## src/rtl/rlstk_pkg.sv

```systemverilog
// Shared types, codes and default sizes for the run-length stack core.
// No dependencies; used by the interfaces, the top level, the ALU and the checker.
`default_nettype none

package rlstk_pkg;

	localparam int OP_W  = 2;
	localparam int CNT_W = 32;
	localparam int VAL_W = 32;
	localparam int ST_W  = 2;
	localparam int CAP_W = 48;

	localparam int RUNS_DEF      = 1024;
	localparam int SIZE_BITS_DEF = 48;

	typedef logic [OP_W-1:0]  op_t;
	typedef logic [ST_W-1:0]  status_t;
	typedef logic [CNT_W-1:0] count_t;
	typedef logic [VAL_W-1:0] value_t;
	typedef logic [CAP_W-1:0] cap_t;
	typedef logic             alu_op_t;

	localparam op_t OP_PUSH = 2'd0;
	localparam op_t OP_POP  = 2'd1;
	localparam op_t OP_TOP  = 2'd2;
	localparam op_t OP_SIZE = 2'd3;

	localparam status_t ST_OK    = 2'd0;
	localparam status_t ST_FULL  = 2'd1;
	localparam status_t ST_EMPTY = 2'd2;

	localparam alu_op_t ALU_ADD = 1'b0;
	localparam alu_op_t ALU_SUB = 1'b1;

endpackage

`default_nettype wire

```

## src/rtl/rlstk_alu.sv

```systemverilog
// Shared add/subtract unit with carry-out (add) or borrow-out (subtract).
// Depends on rlstk_pkg for the operation codes.
`default_nettype none

module rlstk_alu #(
	parameter int W = 49
) (
	input  wire rlstk_pkg::alu_op_t op,
	input  wire logic [W-1:0]       a,
	input  wire logic [W-1:0]       b,
	output logic      [W-1:0]       res,
	output logic                    co
);
	import rlstk_pkg::*;

	always_comb begin
		unique case (op)
			ALU_SUB: {co, res} = {1'b0, a} - {1'b0, b};
			default: {co, res} = {1'b0, a} + {1'b0, b};
		endcase
	end

endmodule

`default_nettype wire

```

## config.mk

```make
export PLATFORM = sky130hd
export DESIGN_NAME = rlstk_alu
export DESIGN_NICKNAME = d
export VERILOG_FILES = /design/src/rtl/rlstk_pkg.sv /design/src/rtl/rlstk_alu.sv
export SDC_FILE = /design/constraint.sdc
export NUM_CORES = 1
export LEC_CHECK = 0
export ABC_AREA = 1
export BUFFER_PORTS_ARGS = -buffer_cell sky130_fd_sc_hd__buf_2
export CAP_MARGIN = 20
export CORE_UTILIZATION = 35
export DETAILED_ROUTE_END_ITERATION = 10
export PLACE_DENSITY = 0.65
export SLEW_MARGIN = 20
export SYNTH_ARGS = -nofsm -noshare
export SYNTH_HDL_FRONTEND = slang
export SYNTH_SLANG_ARGS = --single-unit
```

## constraint.sdc

```tcl
create_clock -name vclk -period 3.5
set_input_delay 0 -clock vclk [all_inputs]
set_output_delay 0 -clock vclk [all_outputs]
set_load 0.05 [all_outputs]
```

==> results of run 1 <==
[area by class of cell]
class                      instances  area [um2]  share of cell area, %
multi-input combinational       1529        7440                   70.3
inverter                         518        1940                   18.4
timing repair buffer             152         768                   7.26
tap                              341         427                   4.03
[worst min-delay path by stage]
stage,start,slack (ns),endpoint,cells after the start
finish,b[0],0.45,res[0],4
global route,b[0],0.48,res[0],4
CTS,b[0],0.46,res[0],4
detailed placement,b[0],0.46,res[0],4
global placement,b[0],0.46,res[0],4
floorplan,b[0],0.28,res[0],2
[cell families after synthesis]
group           count (synthesis)  synth area share [%]
buf+inv                       562                  22.9
fa+ha+maj                     100                  13.1
xor+xnor                       46                  4.18
simple gates                 1273                  53.7
compound gates                110                  6.10
[metal layers]
metal / wire length [um] / GRT usage (%)
met5: 0 / 0
met4: 943 / 6.06
met3: 3170 / 2.73
met2: 18500 / 48.3
met1: 19200 / 40.4
[power by group]
| part | leakage (uW) | switching [uW] | total, uW | internal [uW] |
|---|---|---|---|---|
| Combinational | 0.00717 | 1680 | 2280 | 591 |
| Sequential | 0 | 0 | 0 | 0 |
| Clock | 0 | 0 | 0 | 0 |
[placed cells by master, fill, tap and decap left out]
cell and instances:
nand2_1 927, o22ai_1 3, nand3_1 83, inv_2 11, nor2_4 4, nand2_2 2, buf_4 3, a22oi_1 1
nand4_1 37, nand3_2 3, fa_1 2, o21ai_0 25, nor3b_1 1, nor3_2 6, xor2_1 46, and2_0 1
o21ai_1 1, a21o_1 1, a31oi_1 1, o21bai_1 8, buf_2 149, ha_1 98, a21oi_1 67, o211ai_1 1
a211oi_1 1, nor2_1 158, nand3b_1 2, and2_1 10, nor3_1 17, inv_1 507, nor2_2 22, o31ai_1 1
[worst max-delay path: stages]
cell,delay [ns]
buf_2,0.09
inv_1,0.04
ha_1,0.47
nor2_1,0.34
nand2_1,0.18
nor2_1,0.31
and2_1,0.23
nand4_1,0.17
nand3_1,0.13
nand2_1,0.05
nand2_1,0.07
nand2_1,0.05
nand2_1,0.10
buf_2,0.27
[metrics by stage]
step | instance area [um2] | power, uW
6_report | 10600 | 2280
5_1_grt | 10600 | 2480
4_1_cts | 10600 | 2240
3_5_place_dp | 10600 | 2240
3_3_place_gp | 10600 | 2240
2_1_floorplan | 9650 | 1590
==> impl_metrics.py, run 1 <==
metrics = {
    "timing": {
        "fin_crit_ns": 2.53,
        "final.setup.tns_ns": 0,
        "finalCritPeriodShare_pct": 72.2,
        "clock.fmax_mhz": 396,
        "whs_ns": 0.448,
        "worst_pin_slew_ns": 0.814,
        "hold_violations": 0,
        "rsz0062_at_grt": "false",
        "setup_slack_ns": 0.973,
        "setup_viol": 0,
        "relSlewSlack_pct": 45.2,
        "drv_slew": 0,
    },
    "drt": {
        "dr.pass1.iters": 6,
        "dr.first_iter.drc_count": 1122,
        "wl_per_cell_um": 16.5,
        "drc_errors": 0,
        "ant_nets": 0,
        "viasPerCell": 4.88,
        "dr_total_vias": 12400,
        "routed_wl_um": 41800,
    },
    "placement": {
        "dp_hpwl_um": 37600,
        "dp_slack_ns": 1.09,
        "gp_congestion": 1.01,
        "port_buffers": 149,
        "dp_cells": 2540,
    },
    "clocking": {
        "cts_setup_buffers": 0,
        "cts_hold_buf": 0,
        "cts_resized": 0,
    },
    "global_route": {
        "grt_remaining_overflow": 0,
        "antenna_found_initial": 0,
        "grt_pass1_vias": 11300,
        "grt_pass1_wl_um": 62500,
        "grt_usage_pct": 29.0,
        "grt_max_degree": 28,
    },
    "floorplan": {
        "die_h_um": 168,
        "rows": 60,
        "chipWidth_um": 168,
        "start_util_pct": 35.7,
        "die_area_um2": 28200,
        "core_area_um2": 27000,
        "pin_count": 149,
    },
    "finish": {
        "layout-drive-gt1-share_pct": 9.10,
        "seq_cell_count": 0,
        "nClkBuffers": 0,
        "antenna_cells": 0,
        "fin_cells": 2540,
        "area_growth_pct": 9.64,
        "final-seq-area_um2": 0,
        "post-route-util_pct": 39.1,
        "nets": 2400,
        "fillers": 3296,
    },
    "logic_synthesis": {
        "synth_common_cells": "927 x nand2_1, 507 x inv_1, 158 x nor2_1",
        "synthMostInstantiatedCell": "nand2_1",
        "netlist.area_leader.share_pct": 36.1,
        "avgSynthCellArea_um2": 4.61,
        "ys_top_cells_by_area": "nand2_1 36%, inv_1 20%, ha_1 13%, nor2_1 6.1%, nand3_1 4.3%",
        "syn_inst": 2091,
        "synth_warnings": 0,
        "yosys.area.top_type": "nand2_1",
        "synth.distinct_cells": 36,
        "syn_nets": 2290,
        "ys_seq_area_share_pct": 0,
        "syn_area_um2": 9650,
    },
    "setup_path": {
        "path_class": "input pin to output pin",
        "required_ns": 3.50,
        "endpoint": "res[36]",
        "start_kind": "input pin",
        "endpoint_kind": "output pin",
        "critPathArrivalTime_ns": 2.53,
        "path_max_fanout": 9,
        "startpoint": "b[34]",
    },
    "power": {
        "irDropWorstVdd_v": 0.000169,
        "cellLeakagePower_uw": 0.00717,
        "power_density_nw_per_um2": 215,
    },
    "worst_hold_path": {
        "hold_path.class": "input pin to output pin",
    },
    "run_status": {
        "status": "finished, final reports clean",
    },
    "run": {
        "drv_cap": 0,
    },
}
Note: power is estimated with default switching activity, not from simulation.
==> inputs of run 2 (changes only) <==
--- a/config.mk
+++ b/config.mk
@@ -10,7 +10,7 @@
 export CAP_MARGIN = 20
 export CORE_UTILIZATION = 35
 export DETAILED_ROUTE_END_ITERATION = 10
-export PLACE_DENSITY = 0.65
+export PLACE_DENSITY = 0.67
 export SLEW_MARGIN = 20
 export SYNTH_ARGS = -nofsm -noshare
 export SYNTH_HDL_FRONTEND = slang
==> constraint.sdc (replaced) <==
create_clock -name vclk -period 2.25
set_input_delay 0 -clock vclk [all_inputs]
set_output_delay 0 -clock vclk [all_outputs]
set_load 0.05 [all_outputs]
==> run 2 against run 1 <==
Compared with the run above: hold slack lost 0.013 ns; die area stayed put; sequential share of layout area is the same; core utilization grew 5.9 points; via count is 3.8% higher; critical path depth grew 1; first-iteration DRC count shrank 6.0%; global-route usage barely moved; non-clock buffer count up 141; power grew 77%; largest cell class unchanged; combinational power increased by 77%; setup slack got worse by 0.91 ns.
==> impl_metrics.py, run 2 (same netlist as run 1, synthesis figures left out) <==
metrics = {
    "finish": {
        "antenna_cells": 0,
        "final-seq-area_um2": 0,
        "nets": 2541,
        "seq_cell_count": 0,
        "final_common_cell": "nand2_1",
        "nClkBuffers": 0,
        "layout-drive-gt1-share_pct": 18.5,
        "area_growth_pct": 26.1,
        "final_cell_mix": "917 x nand2_1, 506 x inv_1, 152 x buf_4",
        "fin_cells": 2681,
    },
    "placement": {
        "port_buffers": 149,
        "dp_hpwl_um": 37200,
        "gp_congestion": 1.02,
        "dp_cells": 2681,
    },
    "floorplan": {
        "die_h_um": 168,
        "rows": 60,
        "die_area_um2": 28200,
        "pin_count": 149,
        "chipWidth_um": 168,
        "start_util_pct": 35.7,
        "core_area_um2": 27000,
    },
    "timing": {
        "fin_crit_ns": 2.19,
        "drv_slew": 0,
        "relSlewSlack_pct": 69.1,
        "clock.fmax_mhz": 456,
        "rsz0062_at_grt": "true",
        "finalCritPeriodShare_pct": 97.4,
        "hold_violations": 0,
        "worst_pin_slew_ns": 0.459,
        "setup_viol": 0,
    },
    "worst_hold_path": {
        "hold_path.class": "input pin to output pin",
    },
    "run": {
        "drv_cap": 0,
    },
    "drt": {
        "viasPerCell": 4.80,
        "drc_errors": 0,
        "dr.first_iter.drc_count": 1055,
        "routed_wl_um": 42000,
        "ant_nets": 0,
        "dr.pass1.iters": 5,
        "wl_per_cell_um": 15.7,
        "dr_total_vias": 12900,
    },
    "setup_path": {
        "required_ns": 2.25,
        "critPathArrivalTime_ns": 2.19,
        "path_max_fanout": 7,
        "start_kind": "input pin",
        "path_class": "input pin to output pin",
        "endpoint_kind": "output pin",
    },
    "power": {
        "irDropWorstVdd_v": 0.000248,
        "power_uw": 4030,
        "power_density_nw_per_um2": 331,
        "cellLeakagePower_uw": 0.00787,
    },
    "global_route": {
        "grt_pass1_wl_um": 63300,
        "grt_max_degree": 26,
        "grt_usage_pct": 29.0,
        "grt_pass1_vias": 11800,
        "antenna_found_initial": 0,
        "grt_remaining_overflow": 0,
    },
    "clocking": {
        "cts_setup_buffers": 0,
    },
    "run_status": {
        "status": "finished, final reports clean",
    },
}
==> run 2: changes by cell type in the layout (fill, tap and decap cells not counted), sizes merged <==
cell / delta
clkbuf: +15
buf: +126
==> run 2: area by class of cell <==
| type | count | area (um2) |
|---|---|---|
| fillers | 3134 | 14900 |
| multi-input cells | 1529 | 7850 |
| inverters | 518 | 1940 |
| well taps | 341 | 427 |
| repair buffers | 293 | 1940 |
==> run 2: path summary, 6_finish.rpt <==
path,start,to,slack [ns],depth (start not counted)
max,b[4],res[31],0.06,15
min,b[0],res[0],0.43,4
==> run 2: where the power goes <==
group	switching (uW)	internal, uW
registers	0	0
logic	2730	1300
clock network	0	0
total	2730	1300
==> run 2: worst max-delay path, stage by stage <==
cell and delay (ns):
buf_2 0.09, inv_1 0.04, ha_2 0.39, nand2_1 0.16, nor2_4 0.19, nand3_1 0.21
nand2_2 0.21, nand2_1 0.09, nand2_2 0.14, nand2_1 0.07, nand2_1 0.08, xor2_1 0.15
nand2_1 0.06, nand2_1 0.10, buf_4 0.20
==> run 2: layer usage <==
| metal | routed length (um) | vias to the layer above | track usage, % |
|---|---|---|---|
| met5 | 0 | - | 0 |
| li1 | - | 6604 | - |
| met1 | 18800 | 5749 | 40.3 |
| met3 | 2980 | 54 | 1.48 |
| met4 | 1020 | 0 | 6.10 |
| met2 | 19200 | 459 | 49.3 |
==> run 2: repair_timing <==
action / CTS / global route
resized for setup: 8 / 151
hold buffers: 0 / 0
endpoints found under the hold margin: 0 / 0
pin swaps: 0 / 3
endpoints found under the setup margin: 5 / 37
==> run 2: through the flow <==
step	TNS [ns]	hold WS [ns]	worst slack [ns]	instance area, um2	utilization, %
4_1_cts	0	0.441	0.00130	11700	43.2
2_1_floorplan	0	0.281	0.121	9650	-
3_5_place_dp	-0.207	0.439	-0.0683	11700	43.1
5_1_grt	-0.0139	0.454	-0.00702	12200	45.0
3_3_place_gp	-0.253	0.423	-0.104	11700	43.1
6_report	0	0.435	0.0587	12200	45.0
==> inputs of run 3 (changes only) <==
--- a/config.mk
+++ b/config.mk
@@ -8,6 +8,7 @@
 export ABC_AREA = 1
 export BUFFER_PORTS_ARGS = -buffer_cell sky130_fd_sc_hd__buf_2
 export CAP_MARGIN = 20
+export CORE_ASPECT_RATIO = 2
 export CORE_UTILIZATION = 35
 export DETAILED_ROUTE_END_ITERATION = 10
 export PLACE_DENSITY = 0.67
==> run 3 against run 2 <==
Compared with the run above: non-clock buffer count is 36 higher; power is 6.4% higher; count of clock-buffer cells in the layout stayed put; core utilization is 1.1 points higher; wire length is 14% higher; hold slack worse by 0.010 ns; sequential share of layout area stayed put; sequential cell count stayed put; combinational power is 6.5% higher; first-iteration DRC count is 18% lower; maximum frequency is 0.79% higher; critical path type unchanged.
==> impl_metrics.py, run 3 (same netlist as run 1, synthesis figures left out) <==
metrics = {
    "global_route": {
        "grt_remaining_overflow": 0,
        "grt_pass1_vias": 13000,
        "grt_max_degree": 28,
        "antenna_found_initial": 0,
        "grt_usage_pct": 33.0,
        "grt_pass1_wl_um": 69600,
    },
    "finish": {
        "final_area_um2": 12500,
        "nClkBuffers": 0,
        "final_common_cell": "nand2_1",
        "area_growth_pct": 29.2,
        "final_cell_mix": "917 x nand2_1, 506 x inv_1, 181 x buf_4",
        "final-seq-area_um2": 0,
        "layout-drive-gt1-share_pct": 19.5,
        "fillers": 3179,
        "nets": 2577,
        "post-route-util_pct": 46.2,
        "multi_input_area_um2": 7800,
        "antenna_cells": 0,
        "seq_cell_count": 0,
    },
    "drt": {
        "dr_total_vias": 13200,
        "routed_wl_um": 47800,
        "viasPerCell": 4.85,
        "dr.first_iter.drc_count": 862,
        "drc_errors": 0,
        "ant_nets": 0,
        "wl_per_cell_um": 17.5,
        "dr.pass1.iters": 6,
    },
    "worst_hold_path": {
        "holdPathStages": 4,
        "hold_path.class": "input pin to output pin",
        "holdCritStartpoint": "b[0]",
        "min_to": "res[0]",
    },
    "timing": {
        "setup_viol": 0,
        "clock.fmax_mhz": 460,
        "rsz0062_at_grt": "true",
        "finalCritPeriodShare_pct": 96.6,
        "fin_crit_ns": 2.17,
        "relSlewSlack_pct": 73.8,
        "hold_violations": 0,
        "drv_slew": 0,
        "whs_ns": 0.424,
        "worst_pin_slew_ns": 0.392,
    },
    "setup_path": {
        "path_class": "input pin to output pin",
        "start_kind": "input pin",
        "critPathArrivalTime_ns": 2.17,
        "required_ns": 2.25,
        "endpoint_kind": "output pin",
        "path_max_fanout": 6,
    },
    "run": {
        "drv_cap": 0,
    },
    "power": {
        "power_density_nw_per_um2": 344,
        "cellLeakagePower_uw": 0.00810,
        "irDropWorstVdd_v": 0.000299,
    },
    "run_status": {
        "status": "finished, final reports clean",
    },
    "floorplan": {
        "rows": 85,
        "start_util_pct": 35.7,
        "core_area_um2": 27000,
        "die_h_um": 237,
        "pin_count": 149,
        "chipWidth_um": 119,
        "die_area_um2": 28300,
    },
    "placement": {
        "dp_hpwl_um": 42500,
        "gp_congestion": 1.06,
        "port_buffers": 149,
        "place_area_um2": 12000,
    },
    "clocking": {
        "cts_hold_buf": 0,
    },
}
run 3: cell types whose count changed in the layout (fill, tap and decap cells not counted), sizes merged:
cell	previous run	this run
buf	278	314
run 3: metrics by stage:
step	setup slack [ns]	setup TNS (ns)	power [uW]	cells
final	0.0758	0	4290	2724
after detailed placement	-0.147	-1.11	4050	2724
after global routing	-0.0484	-0.188	4590	2724
after floorplan	0.121	0	2480	2091
after global placement	-0.206	-1.03	4040	2724
after CTS	0.00546	0	4090	2724
run 3: what timing repair did:
action / in CTS / in global routing
endpoints found under the setup margin: 20 / 38
pin swaps: 0 / 1
gates resized for setup: 16 / 124
cloned: 0 / 0
setup buffers: 0 / 0
run 3: metal layers:
metal	wire (um)	part of all wire (%)	GRT usage, %	vias up
li1	-	-	-	6687
met1	15200	32	29.1	5819
met2	24600	51	63.9	509
met3	1960	4.1	1.20	208
met4	6030	13	33.7	0
met5	0	0	0	-
run 3: how the worst max path moves through the flow:
| stage | from | end | slack, ns | cells after the start |
|---|---|---|---|---|
| detailed placement | b[8] | res[35] | -0.15 | 16 |
| global route | a[6] | co | -0.05 | 16 |
| finish | b[9] | res[20] | 0.08 | 16 |
| CTS | a[11] | res[12] | 0.005 | 13 |
| floorplan | a[0] | res[16] | 0.12 | 13 |
| global placement | a[14] | res[40] | -0.21 | 14 |
run 3: layout make-up:
type                       count  area share (%)
multi-input combinational   1529            62.6
tap                          348            3.49
timing repair buffer         329            18.4
inverter                     518            15.6
run 3: worst max-delay path, cell delays in order:
cell     delay, ns
buf_2         0.09
inv_1         0.04
ha_2          0.43
inv_1         0.10
nand2_1       0.07
nand2_1       0.09
nand2_1       0.07
nand2_1       0.15
inv_1         0.12
nand3_1       0.16
buf_4         0.18
a21oi_1       0.15
xor2_1        0.16
nand2_1       0.06
nand2_1       0.06
buf_2         0.25
run 3: power by group:
group          switching (uW)  leakage, uW  total (uW)  internal (uW)
combinational            2870      0.00810        4290           1420
sequential                  0            0           0              0
clock                       0            0           0              0
